==> src/ssp_pkg.sv <==
`timescale 1ns / 1ps
`default_nettype none

package ssp_pkg;

  // Page and record geometry.
  localparam int unsigned SAMPLES_PER_PAGE = 12;
  localparam int unsigned SLOT_W           = 4;
  localparam int unsigned HEADER_BYTES     = 16;
  localparam int unsigned RECORD_BYTES     = 20;
  localparam int unsigned FRAME_BYTES      = HEADER_BYTES + RECORD_BYTES;
  localparam int unsigned BYTE_IDX_W       = $clog2(FRAME_BYTES);
  localparam int unsigned NUM_AXES         = 6;
  localparam int unsigned AXIS_IDX_W       = $clog2(NUM_AXES);

  // Queue between the classifier and the serializer.
  localparam int unsigned QUEUE_DEPTH = 2;

  // Configuration port.
  localparam int unsigned APB_ADDR_W   = 3;
  localparam int unsigned APB_DATA_W   = 32;
  localparam logic [7:0]  MIN_RATE_RST = 8'd30;
  localparam logic [7:0]  MAX_RATE_RST = 8'd220;

  typedef enum logic [APB_ADDR_W-3:0] {
    REG_MIN_RATE = 1'b0,
    REG_MAX_RATE = 1'b1
  } ssp_reg_e;

  // Event codes carried in the kind field.
  typedef enum logic [1:0] {
    KIND_BEAT   = 2'd0,
    KIND_TEMP   = 2'd1,
    KIND_MOTION = 2'd2
  } ssp_kind_e;

  // Heart rate arithmetic: rate = 60000 / interval.
  localparam logic [39:0] BEAT_NUM     = 40'd60000;
  localparam logic [40:0] BEAT_NUM2    = 41'd120000;
  localparam int unsigned RATE_BITS    = 8;

  // Fahrenheit times 100 = (9 * c + 16000) / 5, quotient by reciprocal.
  localparam logic signed [19:0] TEMP_OFFSET = 20'sd16000;
  localparam logic [15:0]        RECIP_5     = 16'd52429;
  localparam int unsigned        RECIP_SHIFT = 18;

  // Motion scaling: value * MUL / 2^SHIFT.
  localparam logic [9:0]  ACCEL_MUL   = 10'd1000;
  localparam int unsigned ACCEL_SHIFT = 10;
  localparam logic [9:0]  GYRO_MUL    = 10'd10;
  localparam int unsigned GYRO_SHIFT  = 6;

  // Header magic "HPK1".
  localparam logic [7:0] MAGIC [4] = '{8'h48, 8'h50, 8'h4B, 8'h31};

  // One sample record handed from the front to the back.
  typedef struct packed {
    logic                       hdr;
    logic                       last;
    logic [7:0]                 seq;
    logic [7:0]                 rate;
    logic [15:0]                temp;
    logic [NUM_AXES-1:0][15:0]  axis;
    logic [31:0]                time_ms;
  } ssp_job_t;

endpackage

`default_nettype wire

==> src/ssp_in_if.sv <==
`timescale 1ns / 1ps
`default_nettype none

interface ssp_in_if;
  logic               valid;
  logic               ready;
  logic [1:0]         kind;
  logic [31:0]        time_ms;
  logic signed [14:0] temp_centi_c;
  logic               temp_valid;
  logic signed [19:0] accel_x;
  logic signed [19:0] accel_y;
  logic signed [19:0] accel_z;
  logic signed [23:0] gyro_x;
  logic signed [23:0] gyro_y;
  logic signed [23:0] gyro_z;

  modport source (
    output valid, kind, time_ms, temp_centi_c, temp_valid,
    output accel_x, accel_y, accel_z, gyro_x, gyro_y, gyro_z,
    input  ready
  );

  modport sink (
    input  valid, kind, time_ms, temp_centi_c, temp_valid,
    input  accel_x, accel_y, accel_z, gyro_x, gyro_y, gyro_z,
    output ready
  );
endinterface

`default_nettype wire

==> src/ssp_out_if.sv <==
`timescale 1ns / 1ps
`default_nettype none

interface ssp_out_if;
  logic       valid;
  logic       ready;
  logic [7:0] page_byte;
  logic       end_of_page;
  logic       end_of_run;

  modport source (
    output valid, page_byte, end_of_page, end_of_run,
    input  ready
  );

  modport sink (
    input  valid, page_byte, end_of_page, end_of_run,
    output ready
  );
endinterface

`default_nettype wire

==> src/ssp_fifo.sv <==
`timescale 1ns / 1ps
`default_nettype none

module ssp_fifo #(
  parameter int unsigned DEPTH = ssp_pkg::QUEUE_DEPTH
) (
  input  logic             clk_i,
  input  logic             rst_ni,
  input  logic             push_i,
  input  ssp_pkg::ssp_job_t push_data_i,
  output logic             full_o,
  input  logic             pop_i,
  output ssp_pkg::ssp_job_t pop_data_o,
  output logic             empty_o
);
  import ssp_pkg::*;

  localparam int unsigned PTR_W = (DEPTH > 1) ? $clog2(DEPTH) : 1;
  localparam int unsigned CNT_W = $clog2(DEPTH + 1);

  ssp_job_t           mem_q [DEPTH];
  logic [PTR_W-1:0]   wr_ptr_q, rd_ptr_q;
  logic [CNT_W-1:0]   count_q;
  logic               do_push, do_pop;

  assign full_o     = (count_q == CNT_W'(DEPTH));
  assign empty_o    = (count_q == '0);
  assign do_push    = push_i && !full_o;
  assign do_pop     = pop_i && !empty_o;
  assign pop_data_o = mem_q[rd_ptr_q];

  // Pointers and fill count.
  always_ff @(posedge clk_i or negedge rst_ni) begin
    if (!rst_ni) begin
      wr_ptr_q <= '0;
      rd_ptr_q <= '0;
      count_q  <= '0;
    end else begin
      if (do_push) begin
        wr_ptr_q <= (wr_ptr_q == PTR_W'(DEPTH - 1)) ? '0 : wr_ptr_q + 1'b1;
      end
      if (do_pop) begin
        rd_ptr_q <= (rd_ptr_q == PTR_W'(DEPTH - 1)) ? '0 : rd_ptr_q + 1'b1;
      end
      if (do_push && !do_pop) begin
        count_q <= count_q + 1'b1;
      end else if (do_pop && !do_push) begin
        count_q <= count_q - 1'b1;
      end
    end
  end

  // Entry storage.
  always_ff @(posedge clk_i) begin
    if (do_push) begin
      mem_q[wr_ptr_q] <= push_data_i;
    end
  end

endmodule

`default_nettype wire

==> src/ssp_front.sv <==
`timescale 1ns / 1ps
`default_nettype none

module ssp_front (
  input  logic              clk_i,
  input  logic              rst_ni,
  ssp_in_if.sink            in_i,
  input  logic [7:0]        min_rate_i,
  input  logic [7:0]        max_rate_i,
  output ssp_pkg::ssp_job_t job_o,
  output logic              job_valid_o,
  input  logic              job_ready_i
);
  import ssp_pkg::*;

  typedef enum logic [2:0] {
    ST_IDLE,
    ST_BEAT_MIN,
    ST_BEAT_MAX,
    ST_BEAT_DIV,
    ST_TEMP,
    ST_SCALE,
    ST_PUSH
  } state_e;

  state_e                 state_q;
  logic [31:0]            last_beat_q;
  logic [7:0]             rate_q;
  logic [15:0]            temp_f_q;
  logic [7:0]             seq_q;
  logic [SLOT_W-1:0]      slot_q;

  logic [31:0]            interval_q;
  logic [40:0]            rem_q, dsh_q;
  logic [RATE_BITS-1:0]   quo_q;
  logic [2:0]             bit_q;
  logic signed [14:0]     temp_in_q;
  logic signed [23:0]     src_q [NUM_AXES];
  logic [15:0]            axis_q [NUM_AXES];
  logic [AXIS_IDX_W-1:0]  cnt_q;
  logic [31:0]            time_q;

  // Beat interval measured against the previous beat; no earlier beat reads as zero.
  logic [31:0] beat_delta;
  assign beat_delta = (last_beat_q == '0) ? '0 : in_i.time_ms - last_beat_q;

  // Rate window checks, one per state: the minimum first, then the maximum.
  logic [39:0] min_prod, max_prod;
  assign min_prod = 40'(min_rate_i) * 40'(interval_q);
  assign max_prod = 40'(max_rate_i) * 40'(interval_q);

  // One restoring division step of (120000 + d) / (2 d).
  logic        div_ge;
  logic [40:0] rem_next;
  assign div_ge   = (rem_q >= dsh_q);
  assign rem_next = div_ge ? rem_q - dsh_q : rem_q;

  // Fahrenheit conversion; the result always fits in 16 signed bits.
  logic signed [19:0] temp_c_ext, temp_x;
  logic [17:0]        temp_mag;
  logic [33:0]        temp_prod;
  logic [15:0]        temp_q16, temp_result;
  assign temp_c_ext  = 20'(temp_in_q);
  assign temp_x      = (temp_c_ext <<< 3) + temp_c_ext + TEMP_OFFSET;
  assign temp_mag    = temp_x[19] ? 18'(-temp_x) : 18'(temp_x);
  assign temp_prod   = 34'(temp_mag + 18'd2) * 34'(RECIP_5);
  assign temp_q16    = temp_prod[RECIP_SHIFT +: 16];
  assign temp_result = temp_x[19] ? 16'(16'd0 - temp_q16) : temp_q16;

  // Shared scaling unit, one axis per cycle: accelerometer first, then gyro.
  logic               is_accel, src_neg;
  logic signed [23:0] src_val;
  logic [23:0]        src_mag;
  logic [33:0]        scale_prod, scale_sum, scale_q;
  logic [15:0]        scale_result;
  assign is_accel   = (cnt_q < AXIS_IDX_W'(3));
  assign src_val    = src_q[cnt_q];
  assign src_neg    = src_val[23];
  assign src_mag    = src_neg ? 24'(-src_val) : 24'(src_val);
  assign scale_prod = 34'(src_mag) * 34'(is_accel ? ACCEL_MUL : GYRO_MUL);
  assign scale_sum  = scale_prod + (is_accel ? 34'(1) << (ACCEL_SHIFT - 1)
                                             : 34'(1) << (GYRO_SHIFT - 1));
  assign scale_q    = is_accel ? scale_sum >> ACCEL_SHIFT : scale_sum >> GYRO_SHIFT;

  always_comb begin
    if (src_neg) begin
      scale_result = (scale_q > 34'd32768) ? 16'h8000 : 16'(16'd0 - scale_q[15:0]);
    end else begin
      scale_result = (scale_q > 34'd32767) ? 16'h7FFF : scale_q[15:0];
    end
  end

  // Record handed to the queue.
  always_comb begin
    job_o.hdr     = (slot_q == '0);
    job_o.last    = ((5'(slot_q) + 5'd1) >= 5'(SAMPLES_PER_PAGE));
    job_o.seq     = seq_q;
    job_o.rate    = rate_q;
    job_o.temp    = temp_f_q;
    for (int i = 0; i < NUM_AXES; i++) begin
      job_o.axis[i] = axis_q[i];
    end
    job_o.time_ms = time_q;
  end

  assign job_valid_o = (state_q == ST_PUSH);
  assign in_i.ready  = (state_q == ST_IDLE);

  // Sequencer and sensor state.
  always_ff @(posedge clk_i or negedge rst_ni) begin
    if (!rst_ni) begin
      state_q     <= ST_IDLE;
      last_beat_q <= '0;
      rate_q      <= '0;
      temp_f_q    <= '0;
      seq_q       <= '0;
      slot_q      <= '0;
      interval_q  <= '0;
      rem_q       <= '0;
      dsh_q       <= '0;
      quo_q       <= '0;
      bit_q       <= '0;
      temp_in_q   <= '0;
      cnt_q       <= '0;
      time_q      <= '0;
      for (int i = 0; i < NUM_AXES; i++) begin
        src_q[i]  <= '0;
        axis_q[i] <= '0;
      end
    end else begin
      unique case (state_q)
        ST_IDLE: begin
          if (in_i.valid) begin
            unique case (in_i.kind)
              KIND_BEAT: begin
                last_beat_q <= in_i.time_ms;
                interval_q  <= beat_delta;
                if (beat_delta != '0) begin
                  state_q <= ST_BEAT_MIN;
                end
              end
              KIND_TEMP: begin
                temp_in_q <= in_i.temp_centi_c;
                if (in_i.temp_valid) begin
                  state_q <= ST_TEMP;
                end
              end
              KIND_MOTION: begin
                src_q[0] <= 24'(in_i.accel_x);
                src_q[1] <= 24'(in_i.accel_y);
                src_q[2] <= 24'(in_i.accel_z);
                src_q[3] <= in_i.gyro_x;
                src_q[4] <= in_i.gyro_y;
                src_q[5] <= in_i.gyro_z;
                time_q   <= in_i.time_ms;
                cnt_q    <= '0;
                state_q  <= ST_SCALE;
              end
              default: begin
                state_q <= ST_IDLE;
              end
            endcase
          end
        end
        ST_BEAT_MIN: begin
          state_q <= (min_prod <= BEAT_NUM) ? ST_BEAT_MAX : ST_IDLE;
        end
        ST_BEAT_MAX: begin
          rem_q   <= BEAT_NUM2 + 41'(interval_q);
          dsh_q   <= 41'({interval_q, 1'b0}) << (RATE_BITS - 1);
          bit_q   <= 3'(RATE_BITS - 1);
          state_q <= (max_prod >= BEAT_NUM) ? ST_BEAT_DIV : ST_IDLE;
        end
        ST_BEAT_DIV: begin
          rem_q <= rem_next;
          dsh_q <= dsh_q >> 1;
          quo_q <= {quo_q[RATE_BITS-2:0], div_ge};
          bit_q <= bit_q - 1'b1;
          if (bit_q == '0) begin
            rate_q  <= {quo_q[RATE_BITS-2:0], div_ge};
            state_q <= ST_IDLE;
          end
        end
        ST_TEMP: begin
          temp_f_q <= temp_result;
          state_q  <= ST_IDLE;
        end
        ST_SCALE: begin
          axis_q[cnt_q] <= scale_result;
          cnt_q         <= cnt_q + 1'b1;
          if (cnt_q == AXIS_IDX_W'(NUM_AXES - 1)) begin
            state_q <= ST_PUSH;
          end
        end
        ST_PUSH: begin
          if (job_ready_i) begin
            if (job_o.last) begin
              slot_q <= '0;
              seq_q  <= seq_q + 1'b1;
            end else begin
              slot_q <= slot_q + 1'b1;
            end
            state_q <= ST_IDLE;
          end
        end
        default: begin
          state_q <= ST_IDLE;
        end
      endcase
    end
  end

endmodule

`default_nettype wire

==> src/ssp_back.sv <==
`timescale 1ns / 1ps
`default_nettype none

module ssp_back (
  input  logic              clk_i,
  input  logic              rst_ni,
  input  ssp_pkg::ssp_job_t job_i,
  input  logic              job_valid_i,
  output logic              job_pop_o,
  ssp_out_if.source         out_o
);
  import ssp_pkg::*;

  logic [BYTE_IDX_W-1:0] idx_q, idx_eff, rec_idx;
  logic                  out_valid_q, out_eop_q, out_eor_q;
  logic [7:0]            out_byte_q, byte_sel;
  logic                  load, last_byte;
  logic [15:0]           word_sel;
  logic [2:0]            word_idx;

  // A record without header starts right after the header bytes.
  assign idx_eff   = (idx_q == '0 && !job_i.hdr) ? BYTE_IDX_W'(HEADER_BYTES) : idx_q;
  assign rec_idx   = idx_eff - BYTE_IDX_W'(HEADER_BYTES);
  assign last_byte = (idx_eff == BYTE_IDX_W'(FRAME_BYTES - 1));
  assign load      = job_valid_i && (!out_valid_q || out_o.ready);
  assign job_pop_o = load && last_byte;
  assign word_idx  = rec_idx[3:1];

  // Little-endian 16-bit words of the record.
  always_comb begin
    case (word_idx)
      3'd0:    word_sel = {8'h00, job_i.rate};
      3'd1:    word_sel = job_i.temp;
      default: word_sel = job_i.axis[AXIS_IDX_W'(word_idx - 3'd2)];
    endcase
  end

  // Byte of the current position: header, record words, then timestamp.
  always_comb begin
    if (idx_eff < BYTE_IDX_W'(HEADER_BYTES)) begin
      if (idx_eff < BYTE_IDX_W'(4)) begin
        byte_sel = MAGIC[idx_eff[1:0]];
      end else if (idx_eff == BYTE_IDX_W'(4)) begin
        byte_sel = job_i.seq;
      end else begin
        byte_sel = 8'h00;
      end
    end else if (rec_idx < BYTE_IDX_W'(16)) begin
      byte_sel = rec_idx[0] ? word_sel[15:8] : word_sel[7:0];
    end else begin
      byte_sel = job_i.time_ms[8*rec_idx[1:0] +: 8];
    end
  end

  // Position counter and output register.
  always_ff @(posedge clk_i or negedge rst_ni) begin
    if (!rst_ni) begin
      idx_q       <= '0;
      out_valid_q <= 1'b0;
      out_byte_q  <= '0;
      out_eop_q   <= 1'b0;
      out_eor_q   <= 1'b0;
    end else begin
      if (load) begin
        idx_q       <= last_byte ? '0 : idx_eff + 1'b1;
        out_valid_q <= 1'b1;
        out_byte_q  <= byte_sel;
        out_eop_q   <= last_byte && job_i.last;
        out_eor_q   <= last_byte;
      end else if (out_o.ready) begin
        out_valid_q <= 1'b0;
      end
    end
  end

  assign out_o.valid       = out_valid_q;
  assign out_o.page_byte   = out_byte_q;
  assign out_o.end_of_page = out_eop_q;
  assign out_o.end_of_run  = out_eor_q;

endmodule

`default_nettype wire

==> src/sensor_sample_page_framer_core.sv <==
`timescale 1ns / 1ps
`default_nettype none

// Sensor sample page framer. Beat events (kind 0) update the stored heart rate,
// temperature events (kind 1) the stored Fahrenheit value, and motion samples
// (kind 2) are framed into a byte stream: a 16-byte header "HPK1", sequence and
// zeros at each page start, then a 20-byte little-endian record. One byte
// transaction leaves per cycle while the sink is ready, so a sample yields 36
// bytes with a header and 20 without; the output serializer sets the rate. An
// ignored item leaves the front ready. It is busy converting a temperature,
// running a beat through two window checks and an 8-step divider, or a motion
// sample through six shared scaling steps and a queue push, and stalls only on
// a full sample queue. The user must write min_rate_bpm (address 0) and
// max_rate_bpm (address 4) over APB only while the block is idle; it does not enforce this.
module sensor_sample_page_framer_core #(
  parameter int unsigned QUEUE_DEPTH = ssp_pkg::QUEUE_DEPTH
) (
  input  logic                              clk_i,
  input  logic                              rst_ni,
  ssp_in_if.sink                            in_i,
  ssp_out_if.source                         out_o,
  input  logic                              psel,
  input  logic                              penable,
  input  logic                              pwrite,
  input  logic [ssp_pkg::APB_ADDR_W-1:0]    paddr,
  input  logic [ssp_pkg::APB_DATA_W-1:0]    pwdata,
  output logic [ssp_pkg::APB_DATA_W-1:0]    prdata,
  output logic                              pready
);
  import ssp_pkg::*;

  logic [7:0] min_rate_q, max_rate_q;
  ssp_reg_e   reg_sel;
  logic       cfg_write;

  ssp_job_t   front_job, queue_head;
  logic       front_valid, queue_full, queue_empty, back_pop;

  // Configuration registers.
  assign reg_sel   = ssp_reg_e'(paddr[APB_ADDR_W-1:2]);
  assign cfg_write = psel && penable && pwrite;
  assign pready    = 1'b1;

  always_ff @(posedge clk_i or negedge rst_ni) begin
    if (!rst_ni) begin
      min_rate_q <= MIN_RATE_RST;
      max_rate_q <= MAX_RATE_RST;
    end else if (cfg_write) begin
      unique case (reg_sel)
        REG_MIN_RATE: min_rate_q <= pwdata[7:0];
        REG_MAX_RATE: max_rate_q <= pwdata[7:0];
        default:      min_rate_q <= min_rate_q;
      endcase
    end
  end

  always_comb begin
    unique case (reg_sel)
      REG_MIN_RATE: prdata = APB_DATA_W'(min_rate_q);
      REG_MAX_RATE: prdata = APB_DATA_W'(max_rate_q);
      default:      prdata = '0;
    endcase
  end

  // Event classification and sample scaling.
  ssp_front u_front (
    .clk_i       (clk_i),
    .rst_ni      (rst_ni),
    .in_i        (in_i),
    .min_rate_i  (min_rate_q),
    .max_rate_i  (max_rate_q),
    .job_o       (front_job),
    .job_valid_o (front_valid),
    .job_ready_i (!queue_full)
  );

  // Sample queue decoupling the two halves.
  ssp_fifo #(
    .DEPTH (QUEUE_DEPTH)
  ) u_queue (
    .clk_i       (clk_i),
    .rst_ni      (rst_ni),
    .push_i      (front_valid),
    .push_data_i (front_job),
    .full_o      (queue_full),
    .pop_i       (back_pop),
    .pop_data_o  (queue_head),
    .empty_o     (queue_empty)
  );

  // Byte serializer.
  ssp_back u_back (
    .clk_i       (clk_i),
    .rst_ni      (rst_ni),
    .job_i       (queue_head),
    .job_valid_i (!queue_empty),
    .job_pop_o   (back_pop),
    .out_o       (out_o)
  );

endmodule

`default_nettype wire

==> src/flat_wrapper.sv <==
// flat-port wrapper written by rule: the top's interface ports become plain ports
module sensor_sample_page_framer_core_flat import ssp_pkg::*;
#(
  parameter int unsigned QUEUE_DEPTH = ssp_pkg::QUEUE_DEPTH
)
  (clk_i, rst_ni, psel, penable, pwrite, paddr, pwdata, prdata, pready, in_i_valid, in_i_kind, in_i_time_ms, in_i_temp_centi_c, in_i_temp_valid, in_i_accel_x, in_i_accel_y, in_i_accel_z, in_i_gyro_x, in_i_gyro_y, in_i_gyro_z, in_i_ready, out_o_valid, out_o_page_byte, out_o_end_of_page, out_o_end_of_run, out_o_ready);
  ssp_in_if in_i_i ();
  ssp_out_if out_o_i ();
  input  logic clk_i;
  input  logic rst_ni;
  input  logic psel;
  input  logic penable;
  input  logic pwrite;
  input  logic [ssp_pkg::APB_ADDR_W-1:0] paddr;
  input  logic [ssp_pkg::APB_DATA_W-1:0] pwdata;
  output logic [ssp_pkg::APB_DATA_W-1:0] prdata;
  output logic pready;
  input wire logic [$bits(in_i_i.valid)-1:0] in_i_valid;
  input wire logic [$bits(in_i_i.kind)-1:0] in_i_kind;
  input wire logic [$bits(in_i_i.time_ms)-1:0] in_i_time_ms;
  input wire logic [$bits(in_i_i.temp_centi_c)-1:0] in_i_temp_centi_c;
  input wire logic [$bits(in_i_i.temp_valid)-1:0] in_i_temp_valid;
  input wire logic [$bits(in_i_i.accel_x)-1:0] in_i_accel_x;
  input wire logic [$bits(in_i_i.accel_y)-1:0] in_i_accel_y;
  input wire logic [$bits(in_i_i.accel_z)-1:0] in_i_accel_z;
  input wire logic [$bits(in_i_i.gyro_x)-1:0] in_i_gyro_x;
  input wire logic [$bits(in_i_i.gyro_y)-1:0] in_i_gyro_y;
  input wire logic [$bits(in_i_i.gyro_z)-1:0] in_i_gyro_z;
  output wire logic [$bits(in_i_i.ready)-1:0] in_i_ready;
  output wire logic [$bits(out_o_i.valid)-1:0] out_o_valid;
  output wire logic [$bits(out_o_i.page_byte)-1:0] out_o_page_byte;
  output wire logic [$bits(out_o_i.end_of_page)-1:0] out_o_end_of_page;
  output wire logic [$bits(out_o_i.end_of_run)-1:0] out_o_end_of_run;
  input wire logic [$bits(out_o_i.ready)-1:0] out_o_ready;
  assign in_i_i.valid = in_i_valid;
  assign in_i_i.kind = in_i_kind;
  assign in_i_i.time_ms = in_i_time_ms;
  assign in_i_i.temp_centi_c = in_i_temp_centi_c;
  assign in_i_i.temp_valid = in_i_temp_valid;
  assign in_i_i.accel_x = in_i_accel_x;
  assign in_i_i.accel_y = in_i_accel_y;
  assign in_i_i.accel_z = in_i_accel_z;
  assign in_i_i.gyro_x = in_i_gyro_x;
  assign in_i_i.gyro_y = in_i_gyro_y;
  assign in_i_i.gyro_z = in_i_gyro_z;
  assign in_i_ready = in_i_i.ready;
  assign out_o_valid = out_o_i.valid;
  assign out_o_page_byte = out_o_i.page_byte;
  assign out_o_end_of_page = out_o_i.end_of_page;
  assign out_o_end_of_run = out_o_i.end_of_run;
  assign out_o_i.ready = out_o_ready;
  sensor_sample_page_framer_core #(.QUEUE_DEPTH(QUEUE_DEPTH)) u_core (.clk_i(clk_i), .rst_ni(rst_ni), .in_i(in_i_i), .out_o(out_o_i), .psel(psel), .penable(penable), .pwrite(pwrite), .paddr(paddr), .pwdata(pwdata), .prdata(prdata), .pready(pready));
endmodule
==> config.mk <==
export PLATFORM = sky130hd
export DESIGN_NAME = sensor_sample_page_framer_core_flat
export DESIGN_NICKNAME = d
export VERILOG_FILES = /design/src/ssp_pkg.sv /design/src/ssp_in_if.sv /design/src/ssp_out_if.sv /design/src/ssp_fifo.sv /design/src/ssp_front.sv /design/src/ssp_back.sv /design/src/sensor_sample_page_framer_core.sv /design/src/flat_wrapper.sv
export SDC_FILE = /design/constraint.sdc
export NUM_CORES = 2
export LEC_CHECK = 0
export ABC_AREA = 1
export BUFFER_PORTS_ARGS = -buffer_cell sky130_fd_sc_hd__buf_2
export CAP_MARGIN = 10
export CORE_ASPECT_RATIO = 1.1
export CORE_MARGIN = 2
export CORE_UTILIZATION = 25
export CTS_CLUSTER_SIZE = 14
export DETAILED_ROUTE_END_ITERATION = 10
export PLACE_DENSITY_LB_ADDON = 0.1
export SLEW_MARGIN = 25
export SYNTH_ARGS = -nofsm -noshare
export SYNTH_HDL_FRONTEND = slang
export SYNTH_SLANG_ARGS = --single-unit
==> constraint.sdc <==
create_clock -name clk_i -period 15.35 [get_ports clk_i]
set_input_delay 3.07 -clock clk_i [delete_from_list [all_inputs] [get_ports clk_i]]
set_output_delay 3.07 -clock clk_i [all_outputs]
set_load 0.005 [all_outputs]
==> impl_metrics.env <==
export IMPL_clk_pin_slew_worst_paths_ps=90
export IMPL_crit_arrival_ps=10990
export IMPL_yosysTopAreaCell="dfrtp_1"
export IMPL_grt_max_degree=128
export IMPL_postCtsHoldBufs=0
export IMPL_antenna_found_initial=41
export IMPL_cp_max_fo=64
export IMPL_io_buffers=217
export IMPL_die_y_um=570.4
export IMPL_synthMostInstantiatedCell="nand2_1"
export IMPL_areaGrowthSynthToFinish_pct=12.05
export IMPL_hpwl_mm=177.0
export IMPL_drc_errors=0
export IMPL_hold_viol=0
export IMPL_routed_wl_mm=236.3
export IMPL_die_x_um=518.9
export IMPL_core_mm2=0.2896
export IMPL_synth_seq_area_share_pct=30.83
export IMPL_post_cts_buffers=0
export IMPL_synth_area_mm2=0.07290
export IMPL_slowest_stage="buf_4"
export IMPL_worst_pin_slew_ps=1031
export IMPL_cts_path_max_buffers=3
export IMPL_rsz0062_at_grt="false"
export IMPL_clock_sinks=833
export IMPL_cts_max_level=3
export IMPL_yosysTopAreaCellShare_pct=17.16
export IMPL_gr_total_overflow=0
export IMPL_setup_tns_final_ps=0
export IMPL_initial_core_util_pct=25.18
export IMPL_period_share_pct=67.32
export IMPL_max_slew_margin_pct=31.30
export IMPL_hold_path_class="reg -> reg"
export IMPL_drt_iter0_markers=3359
export IMPL_cts_resized=0
export IMPL_final_setup_viol_count=0
export IMPL_maxCapViolations=0
export IMPL_drv_slew=0
export IMPL_r2r_start="u_core.u_front.cnt_q[0]$_DFFE_PN0P_"
export IMPL_async_flop_share_pct=61.10
export IMPL_cts_tree="yes"
export IMPL_die_area_mm2=0.2960
export IMPL_synth_cell_types=62
export IMPL_cp_end_kind="flip-flop"
export IMPL_syn_area_per_cell_um2=7.840
export IMPL_fin_skew_ps=75.31
export IMPL_first_pass_iters=5
export IMPL_vias=59520
export IMPL_grt_pass1_vias=61970
export IMPL_num_rows=207
export IMPL_via_per_inst=4.450
export IMPL_fmax_mhz=96.77
export IMPL_crit_path_start_kind="flip-flop"
export IMPL_required_ps=16010
export IMPL_wire_per_inst_um=17.67
export IMPL_grt_pass1_wl_mm=368.6
export IMPL_layout_nets=10700
export IMPL_num_fill_cells=31760
export IMPL_clkLatencyLatePin_ps=770
export IMPL_pin_count=269
export IMPL_synth_edf_count=324
export IMPL_numCtsBuffers=101
export IMPL_status="finished clean"
export IMPL_worstSetupStartpoint="u_core.u_front.cnt_q[0]$_DFFE_PN0P_"
export IMPL_holdCritStartpoint="u_core.u_front.job_o[125]$_DFFE_PN0P_"
export IMPL_grt_usage_pct=15.90
export IMPL_cpPeakStageDelay_ps=690
export IMPL_ys_flop_type="dfrtp_1"
export IMPL_synth_area_top_cells="dfrtp_1 17%, fa_1 16%, edfxtp_1 13%"
export IMPL_syn_inst=9299
export IMPL_synth_commonest_cells="2580 x nand2_1, 1680 x inv_1, 695 x nor2_1, 576 x o21ai_0, 575 x fa_1"
export IMPL_ys_ff_latch=833
export IMPL_path_class="reg -> reg"
export IMPL_min_period_ps=10330
export IMPL_drive_above_1_share_pct=6.877
export IMPL_crit_top_cell="nand2_1"
export IMPL_drtAntennaViolNets=0
export IMPL_yosys_warnings=0
export IMPL_root_buffer="clkbuf_16"
export IMPL_r2r_slack_ps=5020
export IMPL_gp_congestion=0.8531
-- final timing paths --
check                                                               to  depth (start not counted)
worst max register to register   u_core.u_front.job_o[123]$_DFFE_PN0P_                         35
worst min-delay path            u_core.u_queue.mem_q[0][125]$_DFFE_PP_                          0
min in group asynchronous          u_core.u_front.seq_q[0]$_DFFE_PN0P_                          1
max in group asynchronous         u_core.u_front.src_q[58]$_DFFE_PN0P_                          4
worst max-delay path             u_core.u_front.job_o[123]$_DFFE_PN0P_                         35
worst min register to register  u_core.u_queue.mem_q[0][125]$_DFFE_PP_                          0
-- routing by layer --
metal  part of all wire [%]  routed length (um)  up-vias  global-route usage (%)
met4                    1.8                4333       42                   3.021
met5                   0.12                 291        -                       0
met1                     48              112800    28890                   21.74
met3                    4.2                9882      256                   2.355
li1                       -                   -    29370                       -
met2                     46              109000      960                   26.67
-- layout make-up --
type | count | area [um2] | share of cell area, %
Multi-Input combinational cell | 6472 | 42800 | 52.40
Sequential cell | 833 | 22490 | 27.53
Inverter | 1692 | 6356 | 7.781
Tap cell | 3866 | 4837 | 5.922
Clock buffer | 157 | 2879 | 3.524
Timing Repair Buffer | 309 | 1836 | 2.247
Clock inverter | 33 | 452.9 | 0.5545
Antenna cell | 13 | 32.53 | 0.03982
-- kinds of logic after synthesis --
kind of cell             after synthesis  synth area share (%)
AO/OA/AOI/OAI                       1137                 8.564
XOR/XNOR                             123                 1.478
adder cells (fa/ha/maj)             1070                 24.28
buffers and inverters               2039                 10.76
flip-flops                           833                 30.83
multiplexers                         113                 1.727
other                                  2               0.01030
AND/OR/NAND/NOR                     3982                 22.34
-- state kept, by name, summed over array words and instances (netlist names), 3 cells and up --
name                           flops
u_core.u_back.idx_q                6
u_core.min_rate_q                  8
u_core.u_front.rate_q              8
u_core.max_rate_q                  8
u_core.u_front.last_beat_q        32
u_core.u_front.rem_q              41
u_core.u_front.temp_in_q          15
u_core.u_front.quo_q               7
u_core.u_front.bit_q               3
u_core.u_front.time_q             32
u_core.u_queue.mem_q             324
u_core.u_front.src_q             132
u_core.u_back.out_o.page_byte      8
u_core.u_front.temp_f_q           16
u_core.u_front.cnt_q               3
u_core.u_front.slot_q              4
u_core.u_front.dsh_q              40
u_core.u_front.job_o              96
u_core.u_front.state_q             3
u_core.u_front.interval_q         32
u_core.u_front.seq_q               8
-- stage by stage --
stage / worst slack (ps) / instance area, um2 / hold slack [ps] / utilization, % / std cells
2_1_floorplan: 6758 / 73070 / 436.6 / - / 9344
3_3_place_gp: 4930 / 78290 / 444.7 / 27.04 / 13170
3_5_place_dp: 4884 / 78290 / 453.5 / 27.04 / 13170
4_1_cts: 4811 / 81620 / 431.0 / 28.19 / 13360
5_1_grt: 4098 / 81670 / 452.5 / 28.20 / 13370
6_report: 5016 / 81690 / 426.2 / 28.21 / 13380
-- critical path, delay by kind of cell (launching register included) --
family,cells,cell delay [ps]
and+or+nand+nor,20,3970
adders and majority gates,6,2860
buffers and inverters,7,2220
AOI/OAI and AO/OA,1,530
DFF,1,370
xor gates and xnor gates,1,200
-- cells in the final DEF (no fill, tap or decap), types with 18 or more instances in the layout --
master,Yosys,layout
xor2_1,75,75
clkbuf_1,249,43
o221ai_1,23,23
nand2_1,2580,2580
edfxtp_1,324,324
ha_1,495,495
buf_4,29,88
nand4_1,90,90
a22oi_1,32,32
dfrtp_1,500,491
inv_1,1680,1678
a21oi_1,312,312
buf_2,28,216
o21ai_1,21,21
nand2_2,24,24
fa_1,575,575
o22ai_1,51,51
conb_1,2,47
nor3_1,53,53
clkbuf_16,0,102
nor2_1,695,686
nand3_1,419,419
o211ai_1,18,18
o21ai_0,576,576
o21bai_1,23,23
xnor2_1,48,48
nand3b_1,45,45
mux2_2,102,102
a21o_1,18,18
Power is left out: the tool's default activity adds up to more than one toggle a clock period on the data nets, which glitch-free logic cannot reach.
